[src/rtl/gn3d_pkg.sv]
// Shared constants, types and the permutation ROM for the gradient noise block.
package gn3d_pkg;

   localparam int COORD_W   = 32;
   localparam int PERIOD_W  = 9;
   localparam int NOISE_W   = 17;
   localparam int CELL_W    = 8;
   localparam int PERM_SIZE = 256;
   localparam int NOISE_MAX = 65536;

   typedef logic [CELL_W-1:0] cell_type;

   // Gradient selection codes (low four hash bits).
   localparam logic [3:0] GRAD_PX_PY     = 4'h0;
   localparam logic [3:0] GRAD_NX_PY     = 4'h1;
   localparam logic [3:0] GRAD_PX_NY     = 4'h2;
   localparam logic [3:0] GRAD_NX_NY     = 4'h3;
   localparam logic [3:0] GRAD_PX_PZ     = 4'h4;
   localparam logic [3:0] GRAD_NX_PZ     = 4'h5;
   localparam logic [3:0] GRAD_PX_NZ     = 4'h6;
   localparam logic [3:0] GRAD_NX_NZ     = 4'h7;
   localparam logic [3:0] GRAD_PY_PZ     = 4'h8;
   localparam logic [3:0] GRAD_NY_PZ     = 4'h9;
   localparam logic [3:0] GRAD_PY_NZ     = 4'hA;
   localparam logic [3:0] GRAD_NY_NZ     = 4'hB;
   localparam logic [3:0] GRAD_PY_PX     = 4'hC;
   localparam logic [3:0] GRAD_NY_PZ_ALT = 4'hD;
   localparam logic [3:0] GRAD_PY_NX     = 4'hE;
   localparam logic [3:0] GRAD_NY_NZ_ALT = 4'hF;

   localparam cell_type PERM_ROM [PERM_SIZE] = '{
      8'd151,8'd160,8'd137,8'd91,8'd90,8'd15,8'd131,8'd13,8'd201,8'd95,8'd96,8'd53,
      8'd194,8'd233,8'd7,8'd225,8'd140,8'd36,8'd103,8'd30,8'd69,8'd142,8'd8,8'd99,
      8'd37,8'd240,8'd21,8'd10,8'd23,8'd190,8'd6,8'd148,8'd247,8'd120,8'd234,8'd75,
      8'd0,8'd26,8'd197,8'd62,8'd94,8'd252,8'd219,8'd203,8'd117,8'd35,8'd11,8'd32,
      8'd57,8'd177,8'd33,8'd88,8'd237,8'd149,8'd56,8'd87,8'd174,8'd20,8'd125,8'd136,
      8'd171,8'd168,8'd68,8'd175,8'd74,8'd165,8'd71,8'd134,8'd139,8'd48,8'd27,8'd166,
      8'd77,8'd146,8'd158,8'd231,8'd83,8'd111,8'd229,8'd122,8'd60,8'd211,8'd133,8'd230,
      8'd220,8'd105,8'd92,8'd41,8'd55,8'd46,8'd245,8'd40,8'd244,8'd102,8'd143,8'd54,
      8'd65,8'd25,8'd63,8'd161,8'd1,8'd216,8'd80,8'd73,8'd209,8'd76,8'd132,8'd187,
      8'd208,8'd89,8'd18,8'd169,8'd200,8'd196,8'd135,8'd130,8'd116,8'd188,8'd159,8'd86,
      8'd164,8'd100,8'd109,8'd198,8'd173,8'd186,8'd3,8'd64,8'd52,8'd217,8'd226,8'd250,
      8'd124,8'd123,8'd5,8'd202,8'd38,8'd147,8'd118,8'd126,8'd255,8'd82,8'd85,8'd212,
      8'd207,8'd206,8'd59,8'd227,8'd47,8'd16,8'd58,8'd17,8'd182,8'd189,8'd28,8'd42,
      8'd223,8'd183,8'd170,8'd213,8'd119,8'd248,8'd152,8'd2,8'd44,8'd154,8'd163,8'd70,
      8'd221,8'd153,8'd101,8'd155,8'd167,8'd43,8'd172,8'd9,8'd129,8'd22,8'd39,8'd253,
      8'd19,8'd98,8'd108,8'd110,8'd79,8'd113,8'd224,8'd232,8'd178,8'd185,8'd112,8'd104,
      8'd218,8'd246,8'd97,8'd228,8'd251,8'd34,8'd242,8'd193,8'd238,8'd210,8'd144,8'd12,
      8'd191,8'd179,8'd162,8'd241,8'd81,8'd51,8'd145,8'd235,8'd249,8'd14,8'd239,8'd107,
      8'd49,8'd192,8'd214,8'd31,8'd181,8'd199,8'd106,8'd157,8'd184,8'd84,8'd204,8'd176,
      8'd115,8'd121,8'd50,8'd45,8'd127,8'd4,8'd150,8'd254,8'd138,8'd236,8'd205,8'd93,
      8'd222,8'd114,8'd67,8'd29,8'd24,8'd72,8'd243,8'd141,8'd128,8'd195,8'd78,8'd66,
      8'd215,8'd61,8'd156,8'd180
   };

endpackage

[src/rtl/gn3d_reduce.sv]
// Coordinate reduction: floor modulus by the repeat period, then cell and neighbor index.
module gn3d_reduce #(
   parameter int FRAC_BITS = 16
) (
   input  logic                                  clock,
   input  logic                                  reset,
   input  logic                                  vld_in,
   input  logic signed [gn3d_pkg::COORD_W-1:0]   coord,
   input  logic [gn3d_pkg::PERIOD_W-1:0]         period,
   output logic                                  vld_out,
   output gn3d_pkg::cell_type                    cell_idx,
   output gn3d_pkg::cell_type                    cell_next,
   output logic [FRAC_BITS-1:0]                  frac
);

   localparam int NI    = gn3d_pkg::COORD_W - FRAC_BITS;
   localparam int NSTEP = (NI + 1) / 2;
   localparam int MW    = 2 * NSTEP;
   localparam int PW    = gn3d_pkg::PERIOD_W;

   logic [MW-1:0]          mag_ff   [NSTEP+1];
   logic [PW-1:0]          rem_ff   [NSTEP+1];
   logic [PW-1:0]          per_ff   [NSTEP+1];
   logic                   neg_ff   [NSTEP+1];
   gn3d_pkg::cell_type     low_ff   [NSTEP+1];
   logic [FRAC_BITS-1:0]   frac_ff  [NSTEP+1];
   logic [NSTEP:0]         vld_ff;

   logic signed [NI-1:0]   ipart;
   logic [NI-1:0]          mag_in;

   logic                   out_vld_ff;
   gn3d_pkg::cell_type     cell_ff;
   gn3d_pkg::cell_type     next_ff;
   logic [FRAC_BITS-1:0]   out_frac_ff;

   logic [PW-1:0]          rem_last;
   logic [PW-1:0]          rem_fix;
   gn3d_pkg::cell_type     cell_in;
   logic [PW-1:0]          cell_inc;
   gn3d_pkg::cell_type     next_in;

   // One restoring remainder step on one magnitude bit.
   function automatic logic [PW-1:0] rem_step(input logic [PW-1:0] r, input logic b,
                                              input logic [PW-1:0] p);
      logic [PW:0] t;
      t = {r, b};
      if (p != '0 && t >= {1'b0, p}) begin
         t = t - {1'b0, p};
      end
      return t[PW-1:0];
   endfunction

   // Split the integer part into sign and magnitude.
   assign ipart  = coord[gn3d_pkg::COORD_W-1:FRAC_BITS];
   assign mag_in = ipart[NI-1] ? (~ipart + 1'b1) : ipart;

   // Entry stage.
   always_ff @(posedge clock) begin
      if (reset) begin
         vld_ff[0] <= 1'b0;
      end else begin
         vld_ff[0] <= vld_in;
      end
      mag_ff[0]  <= MW'(mag_in);
      rem_ff[0]  <= '0;
      per_ff[0]  <= period;
      neg_ff[0]  <= ipart[NI-1];
      low_ff[0]  <= coord[FRAC_BITS+gn3d_pkg::CELL_W-1:FRAC_BITS];
      frac_ff[0] <= coord[FRAC_BITS-1:0];
   end

   // Remainder stages, two magnitude bits each.
   for (genvar k = 1; k <= NSTEP; k++) begin : g_step
      always_ff @(posedge clock) begin
         if (reset) begin
            vld_ff[k] <= 1'b0;
         end else begin
            vld_ff[k] <= vld_ff[k-1];
         end
         rem_ff[k]  <= rem_step(rem_step(rem_ff[k-1], mag_ff[k-1][MW-1], per_ff[k-1]),
                               mag_ff[k-1][MW-2], per_ff[k-1]);
         mag_ff[k]  <= mag_ff[k-1] << 2;
         per_ff[k]  <= per_ff[k-1];
         neg_ff[k]  <= neg_ff[k-1];
         low_ff[k]  <= low_ff[k-1];
         frac_ff[k] <= frac_ff[k-1];
      end
   end

   // Fold the sign back in and form the neighbor cell.
   always_comb begin
      rem_last = rem_ff[NSTEP];
      rem_fix  = (neg_ff[NSTEP] && rem_last != '0) ? per_ff[NSTEP] - rem_last : rem_last;
      cell_in  = (per_ff[NSTEP] != '0) ? rem_fix[gn3d_pkg::CELL_W-1:0] : low_ff[NSTEP];
      cell_inc = {1'b0, cell_in} + 1'b1;
      next_in  = (per_ff[NSTEP] != '0 && cell_inc == per_ff[NSTEP]) ? '0
                                                                     : cell_inc[gn3d_pkg::CELL_W-1:0];
   end

   // Output stage.
   always_ff @(posedge clock) begin
      if (reset) begin
         out_vld_ff <= 1'b0;
      end else begin
         out_vld_ff <= vld_ff[NSTEP];
      end
      cell_ff     <= cell_in;
      next_ff     <= next_in;
      out_frac_ff <= frac_ff[NSTEP];
   end

   assign vld_out   = out_vld_ff;
   assign cell_idx  = cell_ff;
   assign cell_next = next_ff;
   assign frac      = out_frac_ff;

endmodule

[config.mk]
export PLATFORM = sky130hd
export DESIGN_NAME = gn3d_reduce
export DESIGN_NICKNAME = d
export VERILOG_FILES = /design/src/rtl/gn3d_pkg.sv /design/src/rtl/gn3d_reduce.sv
export SDC_FILE = /design/constraint.sdc
export NUM_CORES = 1
export LEC_CHECK = 0
export BUFFER_PORTS_ARGS = -buffer_cell sky130_fd_sc_hd__buf_2
export CAP_MARGIN = 20
export CORE_MARGIN = 2
export CORE_UTILIZATION = 50
export DETAILED_ROUTE_END_ITERATION = 10
export MAX_ROUTING_LAYER = met4
export PLACE_DENSITY = 0.67
export RECOVER_POWER = 100
export SYNTH_ARGS = -nofsm -noshare
export SYNTH_HDL_FRONTEND = slang
export SYNTH_SLANG_ARGS = --single-unit
[constraint.sdc]
create_clock -name clock -period 5.05 [get_ports clock]
set_input_delay 0.505 -clock clock [delete_from_list [all_inputs] [get_ports clock]]
set_output_delay 0.505 -clock clock [all_outputs]
set_load 0.005 [all_outputs]
### Word-level counts from Yosys, hierarchy flattened

Memory sizes are Yosys's and may differ from the RTL's. A register that Yosys moved wholly into a read port is not among the register bits.
Cells that the tools add are included.

| cells by class | value |
|---|---|
| shift operators | 0 |
| $add $sub $neg | 19 |
| equal/unequal tests | 1 |
| bitwise operators | 1 |
| multipliers | 0 |
| divide/modulo/power cells | 0 |
| muxes and demuxes | 19 |
| reductions and logical operators | 28 |
| magnitude comparators | 16 |

Operators with widths:

| cell | number |
|---|---|
| >= comparator 10 x 9 -> 1 bit | 16 |
| 2-to-1 mux 9 bit | 16 |
| subtractor 9 bit | 16 |
| nonzero test 9 bit | 10 |
| logical AND 1 bit | 18 |
| adder 16 x 1 -> 16 bit, second input constant | 1 |
| 2-to-1 mux 16 bit | 1 |
| 2-to-1 mux 8 bit | 2 |
| inverter 16 bit | 1 |
| adder 8 x 1 -> 9 bit, second input constant | 1 |
| == test 9 bit | 1 |
| subtractor 8 bit | 1 |

| word-level totals | value |
|---|---|
| word-level logic and storage cells | 102 |
| latch bits | 0 |
| memory bits (writable) | 531 |
| bits in registers | 26 |
| memories kept | 6 |
| input port bits | 44 |
| bits in read-only memories | 0 |
| output and inout bits | 33 |

Memories:

| name | depth | bits a word | rd ports | clocked after Yosys merged registers in | write ports | line | text |
|---|---|---|---|---|---|---|---|
| frac_ff | 9 | 16 | 9 | 1 | 9 | gn3d_reduce.sv:26 | `logic [FRAC_BITS-1:0] frac_ff [NSTEP+1];` |
| mag_ff | 9 | 16 | 8 | 0 | 9 | gn3d_reduce.sv:21 | `logic [MW-1:0] mag_ff [NSTEP+1];` |
| per_ff | 9 | 9 | 9 | 0 | 9 | gn3d_reduce.sv:23 | `logic [PW-1:0] per_ff [NSTEP+1];` |
| rem_ff | 9 | 9 | 9 | 0 | 9 | gn3d_reduce.sv:22 | `logic [PW-1:0] rem_ff [NSTEP+1];` |
| low_ff | 9 | 8 | 9 | 0 | 9 | gn3d_reduce.sv:25 | `gn3d_pkg::cell_type low_ff [NSTEP+1];` |
| neg_ff | 9 | 1 | 9 | 0 | 9 | gn3d_reduce.sv:24 | `logic neg_ff [NSTEP+1];` |

### Depth between registers and ports, before layout

Gate-level depths: netlist of run 1.
An unclocked memory read counts as a cell.

| logic depth | value |
|---|---|
| depth after elaboration | 8 |
| depth in mapped cells | 21 |
| mapped depth without buffers | 21 |

### Least setup slack after synthesis of run 1

No wires, ideal clock.

| timing path | value |
|---|---|
| path type | register -> register |
| from | memory mag_ff[0][31] (netlist name) |
| to | memory rem_ff[2][1] (netlist name) |
| arrival | 4.406 ns |
| data required time | 4.929 ns |
| cell stages (with the launch flop) | 21 |
| buffers on the path | 0 |
| library setup time | 0.121 ns |
| path slack | 0.523 ns |
| clock period less this slack | 4.527 ns |
| cells stage by stage | dfxtp_1 > inv_1 > ha_1 > fa_1 > nor2b_1 > o21ai_0 > nand2b_1 > nor2b_1 > o31ai_1 > a21boi_1 > mux2i_1 > fa_1 > a21o_1 > a21oi_1 > nor2_1 > nor2_1 > nand2_1 > o21a_1 > a311o_1 > nand2_1 > mux2_2 |

RTL lines:

| item | line |
|---|---|
| from (decl) | gn3d_reduce.sv:21 |
| to (decl) | gn3d_reduce.sv:22 |

==> flow_summary_export.csv, run 1 <==
group,metric,value,unit
layout,mostFrequentLayoutCell,"dfxtp_1",
power,powerDensity,677.5,nW/µm²
worst_setup_path,end_kind,"flop",
worst_setup_path,crit_path_max_incr_delay,0.41,ns
min_path,hold_class,"in2reg",
clock_network,clk-insertion-delay-late,0.57,ns
global_route,antenna_found_initial,2,
worst_setup_path,reg2regPathDepth,20,
routing,drtIter0Drc,416,
worst_setup_path,crit-reg2reg-capture,"rem_ff[2][8]",
clock_network,cts_made_buffers,46,
placement,gp_congestion,0.8620,
routing,drtPass1Iterations,5,
synthesis,syn-num-nets,1822,
global_route,grt_use_total,18.44,%
synthesis,ys_seq_area_share,53.01,%
synthesis,synth.distinct_cells,70,
placement,pre_cts_ws,0.3113,ns
placement,numPortBuffers,76,
timing,setup_tns,0,ns
worst_setup_path,arrival,5.15,ns
timing,setup_ws,0.3593,ns
routing,via_per_inst,5.085,
synthesis,synth_warnings,0,
worst_setup_path,start_kind,"flop",
worst_setup_path,rr_startpoint,"mag_ff[0][31]",
global_route,grt_pass1_vias,11620,
worst_setup_path,cp_common_cell,"nor2b_1",
worst_setup_path,required,5.51,ns
power,p_leak,0.009574,µW
floorplanning,die-width,195.2,µm
floorplanning,io_pins,77,
routing,drc_errors,0,
global_route,grt_start_max_net_pins,21,
clock_network,clk_pin_slew_worst_paths,0.06,ns
synthesis,syn-cell-area,18280,µm²
run,drv_cap,0,
floorplanning,fp.coreArea,36260,µm²
worst_setup_path,cpMaxStageDelayCell,"fa_1",
timing,drv_slew,0,
placement,hpwl,25480,µm
floorplanning,num_rows,70,
power,worst_ir_drop_vdd,0.4933,mV
worst_setup_path,cp_cell_sequence,"inv_1 > ha_1 > fa_1 > nor2b_1 > o21ai_0 > nand2b_1 > nor2b_1 > o31ai_1 > a21boi_2 > buf_4 > mux2_2 > ha_1 > a21oi_1 > nor2b_1 > o21ai_0 > nand2_1 > o21a_1 > a311o_1 > nand2_1 > mux2_2",
worst_setup_path,r2r_setup_slack,0.36,ns
timing,fin_skew,0.04513,ns
timing,rsz0062_at_grt,"no",
min_path,hold_depth,1,
synthesis,synthCells,1616,
layout,area_growth_syn_to_layout,14.88,%
global_route,grt_first_pass_wirelength,56210,µm
routing,avgRoutedWirePerCell,14.95,µm
floorplanning,initial_utilization,50.41,%
synthesis,syn_area_per_cell,11.31,µm²
timing,fin_crit_sh,92.89,%
synthesis,synth-edff-count,0,
global_route,grt-ovfl-total,0,
outcome,status,"finished clean",
placement,placed_area,19260,µm²
layout,nFillCells,3049,
clock_network,cts_sinks,484,
timing,hold_viol,0,
layout,drive_gt1_share,13.65,%
synthesis,synth_async_sr_flop_share,0,%
timing,worst_pin_slew,1.072,ns
layout,final_cell_mix,"dfxtp_1 (484), ha_1 (146), inv_1 (145)",
clock_network,clockBufferDepth,3,
clock_network,cts_max_level,2,
routing,vias,11480,
floorplanning,die_area,38100,µm²
timing,period_needed,4.691,ns
min_path,hold_end,"per_ff[0][5]",
timing,fmax,213.2,MHz
routing,ant_nets,0,
min_path,min_from,"period[5]",
worst_setup_path,criticalPathCategory,"reg2reg",
routing,routed_wl,33760,µm
layout,final_area,21000,µm²
worst_setup_path,cp_max_fo,8,
timing,finalSetupViolations,0,
synthesis,synth_ff_type,"dfxtp_1",
clock_network,cts_tree,"done",
synthesis,synth_seq_cells,484,
worst_setup_path,crit_start,"mag_ff[0][31]",
clock_network,cts-root-buf,"clkbuf_16",
timing,slew-limit-headroom,27.61,%
layout,nNetsFinal,1956,
floorplanning,die_height,195.2,µm
## timing repair
item                       CTS  global route
resized for setup            0             3
setup endpoints to repair    0            21
hold endpoints to repair    11             0
hold buffers                11             0
buffers inserted             0             0
## cell usage after synthesis (16+ instances only)
cell,n,share of area (%)
mux2i_1,17,0.93
xor2_1,41,2.0
ha_1,146,10
o21ai_0,37,1.0
nand2b_1,25,0.86
a21oi_1,91,2.5
nor2_1,69,1.4
inv_1,145,3.0
nor3_1,21,0.58
nor2b_1,49,1.7
mux2_2,94,5.8
dfxtp_1,484,53
fa_1,16,1.8
nand2_1,24,0.49
xnor2_1,78,3.7
a21o_1,63,2.6
nand4_1,35,1.2
## per-stage QoR
| step | util [%] | cells | power, µW | hold WS (ns) |
|---|---|---|---|---|
| after floorplan | - | 1616 | 9458 | 0.3096 |
| after detailed placement | 53.12 | 2159 | 10690 | 0.3121 |
| after global routing | 57.91 | 2258 | 15230 | 0.003216 |
| after CTS | 58.04 | 2256 | 14420 | 0.0003263 |
| final | 57.91 | 2258 | 14230 | 0.02934 |
| after global placement | 53.12 | 2159 | 10560 | 0.3096 |
## report_power, final
group | internal, µW | switching [µW] | leakage, µW
clock | 2130 | 1500 | 0.000808
sequential | 4390 | 252 | 0.00407
combinational | 2990 | 2970 | 0.00469
total | 9510 | 4710 | 0.00957
## critical path: cells and delay by family (launching register included)
| kind | cells | cell delay [ns] |
|---|---|---|
| adder cells (fa/ha/maj) | 3 | 1.00 |
| AND/OR/NAND/NOR | 6 | 0.92 |
| multiplexers | 2 | 0.74 |
| buffers and inverters | 2 | 0.25 |
| AO/OA/AOI/OAI | 7 | 1.33 |
| flip-flops | 1 | 0.30 |
## kinds of logic (layout without fill, tap and decap cells)
family / count (synthesis) / after routing / synth area share, %
buffers and inverters: 157 / 329 / 3.320
and+or+nand+nor: 288 / 288 / 8.673
DFF: 484 / 484 / 53.01
adders and majority gates: 162 / 162 / 11.75
muxes: 112 / 112 / 6.784
AOI/OAI and AO/OA: 292 / 292 / 10.51
xor gates and xnor gates: 121 / 121 / 5.956
other: 0 / 2 / 0
## metal layers
layer	track usage (%)	vias to the layer above	routed length (µm)
li1	-	5887	-
met1	22.49	5357	15250
met2	31.18	181	16310
met3	3.385	56	1458
met4	5.541	0	733
met5	-	-	0
## registers in the layout (all words and copies together), names as in the netlist
name       cells
cell_idx       8
vld_out        1
rem_ff        72
mag_ff        64
vld_ff         9
cell_next      8
neg_ff         9
low_ff        72
frac_ff      144
per_ff        81
frac          16
## worst max-delay path by stage
stage	endpoint	slack, ns	depth (start not counted)
6_report	rem_ff[2][8]	0.36	20
5_1_grt	rem_ff[2][6]	0.01	20
4_1_cts	rem_ff[2][6]	0.27	20
3_5_place_dp	rem_ff[2][6]	0.31	20
3_3_place_gp	rem_ff[2][4]	0.35	20
2_1_floorplan	rem_ff[2][1]	0.52	20
## final cells by class
class	instances	area, µm²	share of cell area (%)
Clock buffer	57	1262	6.013
Timing Repair Buffer	97	520.5	2.479
Clock inverter	29	414.1	1.972
Antenna cell	2	5.005	0.02384
Tap cell	468	585.6	2.789
Inverter	146	548.0	2.610
Sequential cell	484	9689	46.15
Multi-Input combinational cell	975	7971	37.97
Power figures use the tool's default switching activity.
==> inputs of run 2 (changes only) <==
--- a/config.mk
+++ b/config.mk
@@ -9,6 +9,7 @@
 export CAP_MARGIN = 20
 export CORE_MARGIN = 2
 export CORE_UTILIZATION = 50
+export CTS_BUF_LIST = sky130_fd_sc_hd__clkbuf_8
 export DETAILED_ROUTE_END_ITERATION = 10
 export MAX_ROUTING_LAYER = met4
 export PLACE_DENSITY = 0.67
==> run 2 against run 1 <==
Power fell by 2.0%. Highest routed layer unchanged. Register-to-register slack barely moved. Worst hold slack improved by 0.071 ns. Sequential cell count did not move. Final cell count rose by 3.1%. Critical path type unchanged. Clock power fell by 8.5%. Setup slack barely moved. Non-clock buffer count rose by 17.
==> flow_summary_export.csv, run 2 (synthesis results as in run 1) <==
group,metric,value,unit
outcome,status,"finished clean",
clock_network,cts_max_level,3,
global_route,grt_use_met3,4.301,%
routing,ant_nets,0,
layout,drive_gt1_share,14.85,%
layout,area_growth_syn_to_layout,15.38,%
layout,final_area,21090,µm²
routing,routed_wl,34150,µm
global_route,met1_usage,22.13,%
layout,final_cell_mix,"dfxtp_1 (484), inv_1 (170), ha_1 (146)",
timing,period_needed,4.691,ns
worst_setup_path,crit-reg2reg-capture,"rem_ff[2][6]",
global_route,grt_start_max_net_pins,21,
worst_setup_path,cp_common_cell,"nor2b_1",
placement,gp_congestion,0.8620,
routing,vias,11720,
global_route,top_usage_layer,"met2",
routing,drtPass1Iterations,5,
clock_network,clockBufferDepth,3,
worst_setup_path,criticalPathCategory,"reg2reg",
layout,max_flop_register,"frac_ff",
min_path,hold_depth,1,
power,worst_ir_drop_vdd,0.4091,mV
clock_network,cts_made_buffers,75,
worst_setup_path,critPathBufInv,2,
floorplanning,fp.coreArea,36260,µm²
clock_network,cts_sinks,484,
timing,slew-limit-headroom,26.25,%
clock_network,cts_tree,"done",
clock_network,cts-root-buf,"clkbuf_8",
global_route,use_met2,31.51,%
min_path,hold_end,"low_ff[0][2]",
worst_setup_path,rr_startpoint,"mag_ff[0][31]",
routing,via_per_inst,5.034,
global_route,grt-ovfl-total,0,
clock_network,clk-insertion-delay-late,0.62,ns
min_path,hold_class,"in2reg",
placement,numPortBuffers,76,
worst_setup_path,crit_path_max_incr_delay,0.42,ns
global_route,grt_first_pass_wirelength,56870,µm
worst_setup_path,cpMaxStageDelayCell,"fa_1",
timing,hold_viol,0,
floorplanning,die-width,195.2,µm
worst_setup_path,crit_family,"compound AO/OA/AOI/OAI gates",
global_route,antenna_found_initial,2,
floorplanning,num_rows,70,
power,swShare,33.76,%
power,p_seq_share,33.3,%
worst_setup_path,cp.depth,20,
layout,mostFrequentLayoutCell,"dfxtp_1",
worst_setup_path,reg2regPathDepth,20,
power,switchingPower,4705,µW
layout,top_regs,"frac_ff (144), per_ff (81)",
power,p_comb_share,42.9,%
layout,largest_register_ffs,144,
layout,nNetsFinal,2002,
clock_network,clk_pin_slew_worst_paths,0.06,ns
worst_setup_path,cp_cell_sequence,"inv_1 > ha_1 > fa_1 > nor2b_1 > o21ai_0 > nand2b_1 > nor2b_1 > o31ai_1 > a21boi_2 > buf_4 > mux2_2 > ha_1 > a21oi_1 > nor2b_1 > o21ai_0 > nand2_1 > o21a_1 > a311o_1 > nand2_1 > mux2_2",
run,drv_cap,0,
worst_setup_path,cp_max_fo,8,
timing,worst_pin_slew,1.092,ns
timing,fmax,213.2,MHz
worst_setup_path,r2r_setup_slack,0.36,ns
floorplanning,die_height,195.2,µm
worst_setup_path,start_kind,"flop",
placement,placed_area,19260,µm²
worst_setup_path,end_kind,"flop",
power,clockPowerShare,23.8,%
routing,avgRoutedWirePerCell,14.67,µm
placement,hpwl,25480,µm
worst_setup_path,required,5.54,ns
timing,finalSetupViolations,0,
min_path,min_from,"coord[18]",
power,p_leak,0.009758,µW
timing,fin_skew,0.03010,ns
timing,rsz0062_at_grt,"no",
worst_setup_path,arrival,5.18,ns
power,powerDensity,660.8,nW/µm²
timing,drv_slew,0,
floorplanning,initial_utilization,50.41,%
routing,drc_errors,0,
timing,setup_tns,0,ns
power,power.internal,9232,µW
global_route,grt_pass1_vias,12060,
timing,fin_crit_sh,92.89,%
routing,drtIter0Drc,424,
floorplanning,die_area,38100,µm²
global_route,grt_use_total,18.86,%
floorplanning,io_pins,77,
worst_setup_path,crit_start,"mag_ff[0][31]",
## run 2: changes by cell type in the layout (fill, tap and decap cells not counted), moves of 3 or more
| cell | delta |
|---|---|
| inv_6 | -4 |
| clkbuf_1 | -4 |
| clkbuf_8 | +82 |
| clkinv_2 | +7 |
| clkbuf_16 | -46 |
| inv_1 | +25 |
| clkinv_4 | -3 |
| clkinv_16 | -3 |
| clkinvlp_4 | -3 |
| dlygate4sd3_1 | +17 |
## run 2: worst max path at each step
stage                    to  slack (ns)
5_1_grt        rem_ff[2][6]        0.01
3_3_place_gp   rem_ff[2][4]        0.35
4_1_cts        rem_ff[2][6]        0.27
6_report       rem_ff[2][6]        0.36
3_5_place_dp   rem_ff[2][6]        0.31
2_1_floorplan  rem_ff[2][1]        0.52
## run 2: layer usage
metal / part of all wire, % / wire length (µm)
met5: 0 / 0
met2: 48 / 16510
met1: 45 / 15460
met3: 3.9 / 1323
met4: 2.5 / 856
## run 2: area by class of cell
class / count / area [µm²]
well taps: 468 / 585.6
flip-flops and latches: 484 / 9689
clock inverters: 50 / 374.1
repair buffers: 114 / 690.7
multi-input cells: 975 / 7971
clock buffers: 89 / 1225
diodes: 2 / 5.005
fillers: 3077 / 15170
inverters: 146 / 548.0
## run 2: per-stage QoR
| step | hold WS, ns | util (%) | std cells | power (µW) | setup slack, ns |
|---|---|---|---|---|---|
| final | 0.09996 | 58.16 | 2328 | 13940 | 0.3591 |
| after detailed placement | 0.3121 | 53.12 | 2159 | 10690 | 0.3113 |
| after CTS | 0.005228 | 58.30 | 2326 | 14130 | 0.2662 |
| after global routing | 0.04693 | 58.16 | 2328 | 14950 | 0.01449 |
| after floorplan | 0.3096 | - | 1616 | 9458 | 0.5233 |
| after global placement | 0.3096 | 53.12 | 2159 | 10560 | 0.3462 |
## run 2: repair_timing
action / CTS / global route
setup endpoints to repair: 0 / 21
resized for setup: 0 / 3
setup buffers: 0 / 0
hold buffers: 28 / 0
hold endpoints to repair: 28 / 0
## run 2: power groups by stage
stage	Sequential [µW]	Clock, µW	Combinational [µW]
after floorplan	4630	0	4820
after global placement	4720	0	5840
after detailed placement	4720	0	5960
after CTS	4650	3430	6060
after global routing	4690	3590	6670
final	4640	3320	5980
